--- src/hdl/lcg_mod.sv ---
// Restoring remainder unit, one dividend bit per cycle.
// Depends on nothing; selects the surface entry for a grow.
module lcg_mod #(
	parameter int DW = 15
) (
	input  logic          clk,
	input  logic          arst_n,
	input  logic          start,
	input  logic [30:0]   dividend,
	input  logic [DW-1:0] divisor,
	output logic          busy,
	output logic [DW-1:0] rem
);
	logic [30:0]   shf_q;
	logic [DW-1:0] rem_q;
	logic [DW-1:0] div_q;
	logic [4:0]    cnt_q;
	logic          busy_q;
	logic [DW:0]   trial;

	assign trial = {rem_q, shf_q[30]};

	always_ff @(posedge clk or negedge arst_n) begin
		if (!arst_n) begin
			busy_q <= 1'b0;
			cnt_q  <= '0;
		end else if (start) begin
			busy_q <= 1'b1;
			cnt_q  <= 5'd31;
		end else if (busy_q) begin
			cnt_q <= cnt_q - 5'd1;
			if (cnt_q == 5'd1) begin
				busy_q <= 1'b0;
			end
		end
	end

	always_ff @(posedge clk) begin
		if (start) begin
			shf_q <= dividend;
			rem_q <= '0;
			div_q <= divisor;
		end else if (busy_q) begin
			shf_q <= {shf_q[29:0], 1'b0};
			if (trial >= {1'b0, div_q}) begin
				rem_q <= DW'(trial - {1'b0, div_q});
			end else begin
				rem_q <= DW'(trial);
			end
		end
	end

	assign busy = busy_q;
	assign rem  = rem_q;
endmodule

--- config.mk ---
export PLATFORM = sky130hd
export DESIGN_NAME = lcg_mod
export DESIGN_NICKNAME = d
export VERILOG_FILES = /design/src/hdl/lcg_mod.sv
export SDC_FILE = /design/constraint.sdc
export NUM_CORES = 1
export LEC_CHECK = 0
export ABC_CLOCK_PERIOD_IN_PS = 2500
export BUFFER_PORTS_ARGS = -buffer_cell sky130_fd_sc_hd__buf_2
export CELL_PAD_IN_SITES_DETAIL_PLACEMENT = 1
export CELL_PAD_IN_SITES_GLOBAL_PLACEMENT = 1
export CORE_MARGIN = 1.5
export CORE_UTILIZATION = 46
export CTS_BUF_LIST = sky130_fd_sc_hd__clkbuf_2
export DETAILED_ROUTE_END_ITERATION = 8
export PLACE_DENSITY_LB_ADDON = 0.1
export SLEW_MARGIN = 5
export SYNTH_ARGS = -nofsm -noshare
export SYNTH_HDL_FRONTEND = slang
export SYNTH_SLANG_ARGS = --single-unit
--- constraint.sdc ---
create_clock -name clk -period 2.5 [get_ports clk]
set_input_delay 0.375 -clock clk [delete_from_list [all_inputs] [get_ports clk]]
set_output_delay 0.375 -clock clk [all_outputs]
set_load 0.02 [all_outputs]
==> impl_metrics.json <==
{
  "dp_slack_ns": -0.002368,
  "syn_avg_cell_area_sq_um": 11.50,
  "dominantRegCellSynth": "edfxtp_1",
  "postLayoutCoreUtil": 0.5897,
  "period_needed_ns": 2.384,
  "p_comb_frac": 0.153,
  "die_h_microns": 92.72,
  "fin_ws_ns": 0.1160,
  "drt-initial-drc-count": 98,
  "first_pass_iters": 4,
  "final_cells": 529,
  "power.switching_mw": 0.6606,
  "p_per_area_mw_per_mm2": 512.3,
  "arrival_ns": 2.84,
  "clock_path_buffers": 2,
  "drt_wl_total_microns": 9175,
  "rows": 32,
  "drive_gt1_frac": 0.3700,
  "grt_pass1_vias": 2994,
  "nets": 489,
  "clock-root-buffer": "clkbuf_2",
  "dr_total_vias": 2905,
  "clk_latency_ns": 0.52,
  "criticalPathCategory": "reg -> reg",
  "areaGrowthSynthToFinish_pct": 23.72,
  "grt_antenna_before_repair": 0,
  "cellInternalPower_mw": 1.686,
  "drc_errors": 0,
  "syn_nets": 389,
  "synthTopCellsByArea": "edfxtp_1, mux2_2, dfxtp_1",
  "overflow": 0,
  "synthesis.area_sq_mm": 0.003702,
  "h-tree-depth": 3,
  "synth-compound-area-share": 0.1460,
  "p_leak_nw": 1.907,
  "hold_class": "in -> reg",
  "cts-buffers-inserted": 9,
  "max-slew-margin-rel": 0.6388,
  "drv_cap": 0,
  "synthMuxAreaShare": 0.1115,
  "yosys.cell_types.count": 65,
  "gp_congestion": 0.9029,
  "grt_max_degree": 37,
  "synthXorXnorAreaFrac": 0.02129,
  "synth_seq_cells": 67,
  "cts.sinks": 67,
  "route.met3.wl_microns": 365,
  "synth_top_family_by_area": "compound AO/OA/AOI/OAI gates",
  "routed-wl-met2_microns": 4680,
  "max_clock_freq_mhz": 419.5,
  "async_flop_share": 0.08955,
  "seq_area_frac_synth": 0.4948,
  "dpl-instance-area_sq_mm": 0.004252,
  "dieArea_sq_mm": 0.008596,
  "core_sq_mm": 0.007767,
  "routed.top_layer": "met4",
  "synthCells": 322,
  "start_util": 0.4766,
  "synthAdderAreaFrac": 0.06286,
  "synth_top_area_frac": 0.3731,
  "p_sw_frac": 0.2815,
  "post-route-period-util": 0.9536,
  "pin_count": 65,
  "setup_violations": 0,
  "dp.cells": 497,
  "routedWlPerCell_microns": 17.34,
  "final-hold-violation-count": 0,
  "cts.clk_slew.worst_paths_ns": 0.25,
  "p_clk_frac": 0.293,
  "cts_tree": "done",
  "post-synth-top-area-cell": "edfxtp_1",
  "fin_worst_skew_ns": 0.04448,
  "synth_simple_gate_area_share": 0.1261,
  "viasPerCell": 5.491,
  "antenna_cells": 0,
  "ys_warn_count": 0,
  "port_buffers": 64,
  "fin_area_sq_mm": 0.004581,
  "grt_usage": 0.2218,
  "slew_violations": 0,
  "crit_path_end_kind": "flip-flop",
  "power_frac_seq": 0.554,
  "startpoint_type": "flip-flop",
  "grt_pass1_wl_microns": 14670,
  "antenna_left": 0,
  "synth-edff-count": 46,
  "required_ns": 2.95,
  "fp.dieW_microns": 92.72,
  "wl_met1_microns": 4015,
  "power_mw": 2.347,
  "place_hpwl_microns": 6635,
  "worstPathMaxFanout": 9,
  "ir_drop_mv": 0.3392,
  "outcome": "finished clean",
  "tightest_slew_ns": 0.5406
}
timing repair:
action                                 4_1_cts  5_1_grt
endpoints found under the hold margin        9       10
buffers inserted                             1        1
hold buffers                                 4       10
gates resized for setup                      1       11
pin swaps                                    1        3
setup endpoints to repair                    7       13
Yosys cell counts (2+ instances only):
library cell	n
nand3_1	6
a21oi_1	12
mux2i_1	6
a311oi_1	2
a311o_1	2
clkbuf_1	8
ha_1	17
xor2_1	3
nor2b_1	3
xnor2_1	6
a21o_1	4
o21ai_0	15
nand2b_1	13
buf_2	3
nor2_1	21
o311ai_0	3
and3_1	2
a22oi_1	2
dfxtp_1	15
nand2_1	23
o21ai_2	2
mux2_2	30
o211ai_1	3
and2_1	2
dfrtp_1	6
edfxtp_1	46
a31oi_1	2
nand3_2	2
inv_1	22
a21boi_0	2
a211oi_1	3
nor3_1	3
sequential cells by signal, summed over array words and instances (netlist names):
signal / flops
rem: 15
cnt_q: 5
div_q: 15
shf_q: 31
busy: 1
worst max-delay path, stage by stage (launching register included):
cell and delay, ns:
dfxtp_1 0.40, ha_1 0.44, nand3_2 0.20, a21oi_1 0.25, nor2_1 0.08, buf_4 0.16
a31oi_4 0.28, buf_4 0.19, nand2_1 0.05, a311oi_1 0.27
per-layer routing:
metal | vias to the layer above | GRT usage
met4 | 0 | 0.05556
li1 | 1394 | -
met5 | - | 0
met3 | 16 | 0.05255
met1 | 1415 | 0.2782
met2 | 80 | 0.3848
cells in the final DEF (no fill, tap or decap), drive strengths merged, types with 14 or more instances in the layout:
| cell | instances |
|---|---|
| buf | 87 |
| dfxtp | 15 |
| dlygate4sd3 | 14 |
| edfxtp | 46 |
| ha | 17 |
| inv | 24 |
| mux2 | 31 |
| nand2 | 24 |
| nor2 | 22 |
| o21ai | 18 |
area by class of cell:
type                    count  area [sq um]
multi-input cells         221          1782
repair buffers            101         636.9
well taps                 102         127.6
clock buffers               9         45.04
flip-flops and latches     67          1832
fillers                   876          3187
clock inverters             7         75.07
inverters                  22         82.58
kinds of logic after synthesis:
family	count (synthesis)
AOI/OAI and AO/OA	71
buffers and inverters	34
xor gates and xnor gates	9
DFF	67
adders and majority gates	18
and+or+nand+nor	86
muxes	37
worst paths after layout:
kind	startpoint	endpoint	slack, ns	cells past startpoint
setup / recovery	rem[9]	rem[7]	0.12	9
hold / removal	divisor[8]	div_q[8]	0.05	1
setup reg to reg	rem[9]	rem[7]	0.12	9
hold reg to reg	rem[14]	rem[14]	0.52	2
max in group asynchronous	arst_n	cnt_q[0]	2.11	2
min in group asynchronous	arst_n	busy	0.20	2
power by group through the flow:
stage          combinational (mW)  sequential, mW  clock [mW]
3_5_place_dp                0.328            1.33           0
3_3_place_gp                0.319            1.32           0
5_1_grt                     0.394            1.31       0.753
2_1_floorplan               0.216            1.32           0
6_report                    0.358            1.30       0.688
4_1_cts                     0.339            1.30       0.698
stage by stage:
| stage | hold WS (ns) | TNS, ns |
|---|---|---|
| 3_5_place_dp | 0.2088 | -0.002368 |
| 3_3_place_gp | 0.2060 | 0 |
| 6_report | 0.05353 | 0 |
| 4_1_cts | 0.0003544 | 0 |
| 2_1_floorplan | 0.07941 | 0 |
| 5_1_grt | 0.005106 | -0.1538 |
(Power assumes the default switching activity.)
