### config.mk
export PLATFORM = sky130hd
export DESIGN_NAME = lcg_emit
export DESIGN_NICKNAME = d
export VERILOG_FILES = /design/src/hdl/lcg_pkg.sv /design/src/hdl/lcg_emit.sv
export SDC_FILE = /design/constraint.sdc
export NUM_CORES = 1
export LEC_CHECK = 0
export ABC_AREA = 1
export BUFFER_PORTS_ARGS = -buffer_cell sky130_fd_sc_hd__buf_2
export CAP_MARGIN = 20
export CORE_MARGIN = 4
export CORE_UTILIZATION = 52
export CTS_BUF_LIST = sky130_fd_sc_hd__clkbuf_4 sky130_fd_sc_hd__clkbuf_8
export DETAILED_ROUTE_END_ITERATION = 8
export PLACE_DENSITY = 0.72
export RECOVER_POWER = 25
export SKIP_LAST_GASP = 1
export SLEW_MARGIN = 20
export SYNTH_ARGS = -nofsm -noshare
export SYNTH_HDL_FRONTEND = slang
export SYNTH_SLANG_ARGS = --single-unit
### constraint.sdc
create_clock -name clk -period 10.9 [get_ports clk]
set_input_delay 3.27 -clock clk [delete_from_list [all_inputs] [get_ports clk]]
set_output_delay 3.27 -clock clk [all_outputs]
set_load 0.005 [all_outputs]
### src/hdl/lcg_pkg.sv
// Package for the lattice cluster growth core: codes, coordinate type, geometry tables.
// No dependencies; imported by lcg_emit and the top level.
package lcg_pkg;

	localparam int CoordW = 5;

	typedef struct packed {
		logic [CoordW-1:0] z;
		logic [CoordW-1:0] y;
		logic [CoordW-1:0] x;
	} coord_t;

	typedef enum logic [1:0] {
		OP_GROW = 2'd0,
		OP_POP  = 2'd1,
		OP_PEEK = 2'd2,
		OP_RSVD = 2'd3
	} opcode_t;

	typedef enum logic [1:0] {
		STS_OK      = 2'd0,
		STS_REFUSED = 2'd1,
		STS_NOTDONE = 2'd2,
		STS_EMPTY   = 2'd3
	} status_t;

	typedef enum logic [3:0] {
		S_CLEAR,
		S_IDLE,
		S_MOD,
		S_PICK_WT,
		S_LIN,
		S_LIN2,
		S_PLACE,
		S_CMP,
		S_NB_RD,
		S_NB_WR,
		S_POP_WT,
		S_EMIT,
		S_FIN
	} state_t;

	function automatic int calc_max_half(input int maxh, input int lat, input int cells);
		int r;
		r = 1;
		for (int h = 1; h <= 7; h++) begin
			if (h <= maxh && (4*h+1)*(4*h+1)*(4*h+1) <= lat && 4*h*h*h <= cells) begin
				r = h;
			end
		end
		return r;
	endfunction

	function automatic logic [9:0] side_sq(input logic [2:0] h);
		logic [9:0] r;
		case (h)
			3'd2: r = 10'd81;
			3'd3: r = 10'd169;
			3'd4: r = 10'd289;
			3'd5: r = 10'd441;
			3'd6: r = 10'd625;
			3'd7: r = 10'd841;
			default: r = 10'd25;
		endcase
		return r;
	endfunction

	function automatic logic [10:0] grain_target(input logic [2:0] h);
		logic [10:0] r;
		case (h)
			3'd2: r = 11'd32;
			3'd3: r = 11'd108;
			3'd4: r = 11'd256;
			3'd5: r = 11'd500;
			3'd6: r = 11'd864;
			3'd7: r = 11'd1372;
			default: r = 11'd4;
		endcase
		return r;
	endfunction

endpackage

### src/hdl/lcg_emit.sv
// Cell formatter: centers the lattice coordinates and forms the squared distance.
// Depends on lcg_pkg; output registered on enable.
module lcg_emit (
	input  logic                clk,
	input  logic                en,
	input  lcg_pkg::coord_t     pos,
	input  logic [4:0]          half,
	output logic signed [4:0]   cx,
	output logic signed [4:0]   cy,
	output logic signed [4:0]   cz,
	output logic [9:0]          sq_dist
);
	import lcg_pkg::*;

	logic signed [5:0]  dx, dy, dz;
	logic signed [11:0] sum;

	assign dx  = $signed({1'b0, pos.x}) - $signed({1'b0, half});
	assign dy  = $signed({1'b0, pos.y}) - $signed({1'b0, half});
	assign dz  = $signed({1'b0, pos.z}) - $signed({1'b0, half});
	assign sum = 12'(dx) * 12'(dx) + 12'(dy) * 12'(dy) + 12'(dz) * 12'(dz);

	always_ff @(posedge clk) begin
		if (en) begin
			cx      <= dx[4:0];
			cy      <= dy[4:0];
			cz      <= dz[4:0];
			sq_dist <= sum[9:0];
		end
	end
endmodule

==> impl_results.md, run 1 <==
* RSZ-0062 raised after global routing: no
* Top cell by count, worst path: inv_1
* Post-synth top area share at 0.345
* Initial DRC count at 111
* Initial core utilization at 0.544
* Total GRT Usage at 0.195
* Ys async rst share at 0
* Die height at 98.8 um
* Antenna-violating nets left at 0
* Post-CTS sizing at 0
* Mean Syn Cell Area at 9.11 um2
* Vias in the first global route at 3299
* Crit path DAT at 9910 ps
* Root Driver: clkbuf_8
* IO Port Bufs at 46
* Slowest cell on crit path: fa_1
* FF+latch count, synth at 25
* Top post-synthesis cells by area: fa_1, edfxtp_1, ha_1
* Multiplexer area fraction after synthesis at 0
* P&R area growth vs syn at 9.74%
* CTS Hold Bufs at 0
* Hpwl dp at 7.66 mm
* Gate Count Post-Synth at 471
* Grt total ovfl at 0
* Core footprint at 7890 um2
* Buf/Inv on CP at 10
* Top-count cell post-synth: inv_1
* Final Wtd Congestion at 0.915
* Ant diodes at 0
* Critical Path Fanout Max at 5
* Max Cap Viol at 0
* Nets at 666
* Critical path type: in -> reg
* Synth Cell Area at 4290 um2
* CTS tree: yes
* Hold crit path type: in -> reg
* Final-report setup violation count at 0
* Fin. max-slew vios at 0
* Min Tclk post-route at 9860 ps
* Fraction of final layout cells sized beyond drive strength 1 at 0.132
* Avg WL per Cell at 14.1 um
* Crit-path leading delay family: adder cells
* Post-DR vias/cell at 4.94
* Worst hold stages at 2
* Die X at 98.8 um
* Compound-gate portion of the synthesized area at 0.0329
* Fin area at 4710 um2
* Post-Synth Adder-Cell Area at 0.482
* Critical Path Sink Type: flop
* Status: completed
* First-pass GRT wire length at 15.1 mm
* Main combinational cell family by area after synthesis: adder cells
* Pin count of the biggest net entering global routing at 26
* CP required at 10950 ps
* Seq/Total Area, Yosys at 0.175
* Cell Count Post-Placement at 620
* Hold Fails Final Rpt at 0
* Die ar. at 9770 um2
* Total of warnings raised by yosys at 0
* Distinct cells, synth at 26
* Hold path endpoint: cx[1]$_DFFE_PP_
* Inserted Clock Buffers at 3
* Post-Synth Simple-Gate Area at 0.153
* Reg clk slew, reported paths at 110 ps
* DRT Pass-1 Iters at 4
* Layout fillers at 687
* Clock Sinks at 25
* Worst Min Path Start: pos[1]
* Maximum root-to-sink buffer count at 2
* Xor and xnor area share after synthesis at 0.0431
* Non-Filler Instances at 624
* Top cells by count, synth: inv_1, nand2_1, fa_1
* Fmax at 101 MHz
* Postcts setup bufs at 0
* Vias after detailed routing at 3082
* Drt total wl at 8.82 mm
* Pin slew with the least headroom to its limit at 1470 ps
* Cell taking the most area after synthesis: fa_1
* Num rows at 32
* I/O pin count at 47
* Largest stage delay, worst path at 550 ps
* Residual DRC count at 0
* Initial antenna violation count at 0
* Startpoint types: input pin
* Ys flop type: edfxtp_1
* Relative slew slack at 0.0215
* Mapped Nets at 614
* Final period util at 0.904
* H-Tree Depth at 1
* Number of flops mapped to enable cells by yosys at 25
* Placed cell areas at 4660 um2
* Setup TNS at 0 ps
==> cell usage in the layout (no fill, tap or decap), drive strengths merged <==
cell,instances
clkinv,2
fa,74
nor3,2
a21oi,12
o21bai,4
nor2,43
xnor2,4
ha,47
o21ai,3
a31o,1
edfxtp,25
nand3,20
o211a,2
buf,48
nand2,86
xor2,15
nand3b,2
inv,127
nand4,1
clkbuf,4
==> through the flow <==
stage / utilization / hold WS [ps] / worst slack [ps]
2_1_floorplan: - / 3380 / 1390
3_3_place_gp: 0.591 / 3660 / 927
3_5_place_dp: 0.591 / 3670 / 780
4_1_cts: 0.597 / 3470 / 1050
5_1_grt: 0.597 / 3500 / 689
6_report: 0.597 / 3460 / 1040
==> flip-flops by register name (all words and copies together), names as in the netlist <==
| register | flops |
|---|---|
| cx | 5 |
| cy | 5 |
| sq_dist | 10 |
| cz | 5 |
==> cells by family (layout without fill, tap and decap cells) <==
logic type / Yosys count / in the layout
and+or+nand+nor: 154 / 154
DFF: 25 / 25
adders and majority gates: 121 / 121
xor gates and xnor gates: 19 / 19
AOI/OAI and AO/OA: 22 / 22
buffers and inverters: 130 / 181
==> per-layer routing <==
metal | vias up | track usage | wire length (um) | part of all wire
li1 | 1516 | - | - | -
met5 | - | 0 | 0 | 0
met2 | 49 | 0.345 | 4440 | 0.50
met4 | 0 | 0.0452 | 149 | 0.017
met1 | 1503 | 0.257 | 3910 | 0.44
met3 | 14 | 0.0205 | 327 | 0.037
==> final cells by class <==
cell class,count,area [um2],share of cell area
timing repair buffer,49,251,0.0534
sequential,25,751,0.159
tap,102,128,0.0271
clock inverter,1,5.00,0.00106
inverter,128,482,0.102
multi-input combinational,316,3050,0.648
clock buffer,3,41.3,0.00877
==> how the worst max path moves through the flow <==
stage | start | cells after the start | slack (ps) | to
floorplan | pos[5] | 30 | 1390 | sq_dist[9]$_DFFE_PP_
detailed placement | pos[10] | 31 | 780 | sq_dist[9]$_DFFE_PP_
finish | pos[10] | 33 | 1040 | sq_dist[9]$_DFFE_PP_
global route | pos[10] | 33 | 690 | sq_dist[9]$_DFFE_PP_
global placement | pos[10] | 31 | 930 | sq_dist[9]$_DFFE_PP_
CTS | pos[10] | 33 | 1050 | sq_dist[9]$_DFFE_PP_
Power of run 1 is left out: the tool's default activity adds up to more than one toggle a clock period on the data nets, which glitch-free logic cannot reach.
==> run 2: changes to the inputs <==
--- a/config.mk
+++ b/config.mk
@@ -9,10 +9,9 @@
 export BUFFER_PORTS_ARGS = -buffer_cell sky130_fd_sc_hd__buf_2
 export CAP_MARGIN = 20
 export CORE_MARGIN = 4
-export CORE_UTILIZATION = 52
+export CORE_UTILIZATION = 40
 export CTS_BUF_LIST = sky130_fd_sc_hd__clkbuf_4 sky130_fd_sc_hd__clkbuf_8
 export DETAILED_ROUTE_END_ITERATION = 8
-export PLACE_DENSITY = 0.72
 export RECOVER_POWER = 25
 export SKIP_LAST_GASP = 1
 export SLEW_MARGIN = 20
==> run 2 against run 1 <==
  * Final cell count up 5.4%
  * Critical endpoint unchanged
  * First-iteration DRC count down 21%
  * Wire length up 5.9%
  * Via count up 1.2%
  * Worst setup slack worse by 88 ps
  * Maximum frequency down 0.89%
  * The flow now finishes with violations (capacitance limit, slew limit)
  * Critical path depth unchanged
  * Core utilization down 14 points
==> impl_results.md, run 2 (synthesized netlist as in run 1, its figures left out) <==
* Status: finished, violations left
* Layout fillers at 1016 (+48%)
* Setup TNS at 0 ps (unchanged)
* Pin slew with the least headroom to its limit at 1550 ps (+83.9 ps)
* Postcts setup bufs at 0 (unchanged)
* Grt total ovfl at 0 (unchanged)
* RSZ-0062 raised after global routing: no
* Critical Path Sink Type: flop
* H-Tree Depth at 1 (unchanged)
* Antenna-violating nets left at 0 (unchanged)
* Fin area at 4750 um2 (+0.90%)
* Fin. max-slew vios at 26 (+26)
* Placed cell areas at 4710 um2 (+0.91%)
* Vias after detailed routing at 3119 (+1.2%)
* I/O pin count at 47 (unchanged)
* Flip-flop count of the largest register after layout at 10 (unchanged)
* Num rows at 37 (+16%)
* Critical Path Fanout Max at 4 (-1)
* Critical path type: in -> reg
* Inserted Clock Buffers at 3 (unchanged)
* Min Tclk post-route at 9950 ps (+88.2 ps)
* CTS tree: yes
* Hold path endpoint: cx[1]$_DFFE_PP_
* DRT Pass-1 Iters at 4 (unchanged)
* Final Wtd Congestion at 0.873 (-4.6%)
* Residual DRC count at 0 (unchanged)
* Fraction of final layout cells sized beyond drive strength 1 at 0.132 (unchanged)
* IO Port Bufs at 46 (unchanged)
* Initial DRC count at 88 (-21%)
* Post-CTS sizing at 0 (unchanged)
* Initial antenna violation count at 0 (unchanged)
* Core footprint at 10400 um2 (+31%)
* Largest stage delay, worst path at 550 ps (about the same)
* Hpwl dp at 8.18 mm (+6.7%)
* Post-DR vias/cell at 4.74 (-4.0%)
* Top cell by count, worst path: inv_1
* Ant diodes at 0 (unchanged)
* Cell Count Post-Placement at 654 (+5.5%)
* Die ar. at 12500 um2 (+27%)
* Drt total wl at 9.34 mm (+5.9%)
* Final-report setup violation count at 0 (unchanged)
* Crit-path leading delay family: adder cells
* Crit path DAT at 9990 ps (+80 ps)
* Die X at 112 um (+13%)
* Commonest non-fill, non-tap cell in the layout: inv_1
* Startpoint types: input pin
* Root Driver: clkbuf_8
* Max Cap Viol at 1 (+1)
* Final period util at 0.912 (+0.00810)
* First-pass GRT wire length at 16.3 mm (+7.6%)
* Die height at 112 um (+13%)
* Hold Fails Final Rpt at 0 (unchanged)
* Non-Filler Instances at 658 (+5.4%)
* Register Area at 751 um2 (unchanged)
* Fmax at 101 MHz (-0.89%)
* Worst Min Path Start: pos[1]
* Violated checks: capacitance limit, slew limit
* Most frequent cells in the layout: inv_1, nand2_1, fa_1
* CTS Hold Bufs at 0 (unchanged)
* Vias in the first global route at 3392 (+2.8%)
* Maximum root-to-sink buffer count at 2 (unchanged)
* Avg WL per Cell at 14.2 um (+0.40%)
* Nets at 666 (unchanged)
* CP required at 10940 ps (about the same)
* P&R area growth vs syn at 10.7%
* Pin count of the biggest net entering global routing at 26 (unchanged)
* Total GRT Usage at 0.162 (-0.0322)
* Smallest hold slack at 3490 ps (+37.0 ps)
* Reg clk slew, reported paths at 110 ps (about the same)
* Relative slew slack at -0.0345 (-0.0560)
* Slowest cell on crit path: fa_1
* Worst hold stages at 2 (unchanged)
* Multi-input logic area at 3050 um2 (unchanged)
* Initial core utilization at 0.414 (-0.130)
* Clock Sinks at 25 (unchanged)
* Top reg by flops: sq_dist
* Hold crit path type: in -> reg
* Buf/Inv on CP at 10 (unchanged)
run 2: layout make-up:
class                   count  area share
multi-input cells         316       0.642
clock inverters             1     0.00105
well taps                 136      0.0358
flip-flops and latches     25       0.158
repair buffers             49      0.0529
clock buffers               3     0.00869
inverters                 128       0.101
run 2: stage by stage:
step / utilization / setup WS, ps
global placement: 0.454 / 949
global route: 0.458 / 488
floorplan: - / 1390
CTS: 0.458 / 982
detailed placement: 0.454 / 714
finish: 0.458 / 954
run 2: metal layers:
metal | share of wire | track usage
met1 | 0.44 | 0.215
met2 | 0.50 | 0.287
met4 | 0.023 | 0.0414
met3 | 0.037 | 0.0158
met5 | 0 | 0
run 2: worst max path at each step:
| stage | startpoint | to | slack [ps] | depth (start not counted) |
|---|---|---|---|---|
| 6_report | pos[5] | sq_dist[9]$_DFFE_PP_ | 950 | 33 |
| 5_1_grt | pos[5] | sq_dist[9]$_DFFE_PP_ | 490 | 33 |
| 4_1_cts | pos[5] | sq_dist[9]$_DFFE_PP_ | 980 | 33 |
| 3_5_place_dp | pos[5] | sq_dist[9]$_DFFE_PP_ | 710 | 31 |
| 3_3_place_gp | pos[10] | sq_dist[9]$_DFFE_PP_ | 950 | 31 |
| 2_1_floorplan | pos[5] | sq_dist[9]$_DFFE_PP_ | 1390 | 30 |
Power of run 2 is left out for the same reason.
==> run 3: changes to the inputs <==
--- a/config.mk
+++ b/config.mk
@@ -6,12 +6,13 @@
 export NUM_CORES = 1
 export LEC_CHECK = 0
 export ABC_AREA = 1
-export BUFFER_PORTS_ARGS = -buffer_cell sky130_fd_sc_hd__buf_2
 export CAP_MARGIN = 20
 export CORE_MARGIN = 4
 export CORE_UTILIZATION = 40
 export CTS_BUF_LIST = sky130_fd_sc_hd__clkbuf_4 sky130_fd_sc_hd__clkbuf_8
 export DETAILED_ROUTE_END_ITERATION = 8
+export DONT_BUFFER_PORTS = 1
+export GPL_ROUTABILITY_DRIVEN = 0
 export RECOVER_POWER = 25
 export SKIP_LAST_GASP = 1
 export SLEW_MARGIN = 20
==> run 3 against run 2 <==
  * The run now ends clean
  * Non-clock buffer count fell by 46
  * Die area did not move
  * Wire length rose by 0.22%
  * Critical path type unchanged
==> impl_results.md, run 3 (synthesized netlist as in run 1, its figures left out) <==
* Crit-path leading delay family: adder cells
* Root Driver: clkbuf_8
* Clock Sinks at 25 (unchanged)
* Crit path DAT at 9760 ps (-230 ps)
* RSZ-0062 raised after global routing: no
* Top cell by count, worst path: fa_1
* Cell Count Post-Placement at 608 (-7.0%)
* Residual DRC count at 0 (unchanged)
* P&R area growth vs syn at 5.39%
* Initial antenna violation count at 0 (unchanged)
* Ant diodes at 0 (unchanged)
* WP depth at 30 (-9.1%)
* Grt total ovfl at 0 (unchanged)
* Layout fillers at 1030 (+1.4%)
* Buf/Inv on CP at 7 (-3)
* Post-CTS sizing at 0 (unchanged)
* Worst Setup EP: sq_dist[9]$_DFFE_PP_
* Maximum root-to-sink buffer count at 2 (unchanged)
* Avg WL per Cell at 15.3 um (+7.8%)
* Place WS at 877 ps (+163 ps)
* Initial core utilization at 0.414 (unchanged)
* Drt total wl at 9.36 mm (+0.22%)
* Critical Path Sink Type: flop
* Vias in the first global route at 3301 (-2.7%)
* Hold Fails Final Rpt at 0 (unchanged)
* Slowest cell on crit path: fa_1
* Commonest non-fill, non-tap cell in the layout: inv_1
* Flip-flop count of the largest register after layout at 10 (unchanged)
* Min Tclk post-route at 9710 ps (-239 ps)
* Setup TNS at 0 ps (unchanged)
* DRT Pass-1 Iters at 7 (+3)
* Status: completed
* Postcts setup bufs at 0 (unchanged)
* Antenna-violating nets left at 0 (unchanged)
* CTS Hold Bufs at 0 (unchanged)
* Top reg by flops: sq_dist
* Fmax at 103 MHz (+2.5%)
* Vias after detailed routing at 2981 (-4.4%)
* Final-report setup violation count at 0 (unchanged)
* Die height at 112 um (unchanged)
* Largest stage delay, worst path at 530 ps (-20 ps)
* Critical path type: in -> reg
* Die ar. at 12500 um2 (unchanged)
* Setup slack after layout at 1190 ps (+239 ps)
* Total GRT Usage at 0.162 (-0.000544)
* Pin slew with the least headroom to its limit at 535 ps (-1020 ps)
* Reg clk slew, reported paths at 100 ps (about the same)
* Relative slew slack at 0.641 (+0.675)
* Post-DR vias/cell at 4.87 (+2.8%)
* Most frequent cells in the layout: inv_1, nand2_1, fa_1
* Hpwl dp at 8.07 mm (-1.4%)
* Nets at 620 (-6.9%)
* CP required at 10950 ps (about the same)
* Max Cap Viol at 0 (-1)
* Pin count of the biggest net entering global routing at 26 (unchanged)
* Die X at 112 um (unchanged)
* Final period util at 0.891 (-0.0220)
* IO Port Bufs at 0 (-100%)
* Worst Setup SP: pos[10]
* First-pass GRT wire length at 16.0 mm (-1.7%)
* Inserted Clock Buffers at 3 (unchanged)
* Startpoint types: input pin
* Num rows at 37 (unchanged)
* I/O pin count at 47 (unchanged)
* CTS tree: yes
* Critical Path Fanout Max at 5 (+1)
* H-Tree Depth at 1 (unchanged)
* Core footprint at 10400 um2 (unchanged)
* Fin. max-slew vios at 0 (-100%)
* Fraction of final layout cells sized beyond drive strength 1 at 0.0504 (-0.0818)
* Initial DRC count at 159 (+81%)
* Hold crit path type: in -> reg
* Non-Filler Instances at 612 (-7.0%)
[run 3: layout make-up]
cell class | count | area [um2] | area share
flip-flops and latches | 25 | 751 | 0.166
well taps | 136 | 170 | 0.0376
multi-input cells | 316 | 3050 | 0.675
repair buffers | 3 | 22.5 | 0.00498
clock inverters | 1 | 5.00 | 0.00111
inverters | 128 | 482 | 0.107
clock buffers | 3 | 41.3 | 0.00913
[run 3: metal layers]
metal,vias up,wire length (um),GRT usage
met5,-,0,0
met4,0,199,0.0479
met3,15,397,0.0174
met2,68,4700,0.289
met1,1476,4060,0.208
li1,1422,-,-
[run 3: how the worst min path moves through the flow]
stage                     slack, ps              endpoint  cells past startpoint  from
after floorplan                3380       cx[0]$_DFFE_PP_                      0    en
after global placement         3390  sq_dist[8]$_DFFE_PP_                      0    en
after detailed placement       3390  sq_dist[8]$_DFFE_PP_                      0    en
after CTS                      3080  sq_dist[8]$_DFFE_PP_                      0    en
after global routing           3070       cy[2]$_DFFE_PP_                      0    en
final                          3090       cy[2]$_DFFE_PP_                      0    en
[run 3: stage by stage]
step | utilization | hold slack, ps | cell area [um2]
floorplan | - | 3380 | 4290
CTS | 0.436 | 3080 | 4520
global route | 0.436 | 3070 | 4520
detailed placement | 0.432 | 3390 | 4480
global placement | 0.432 | 3390 | 4480
finish | 0.436 | 3090 | 4520
Power of run 3 is left out for the same reason.
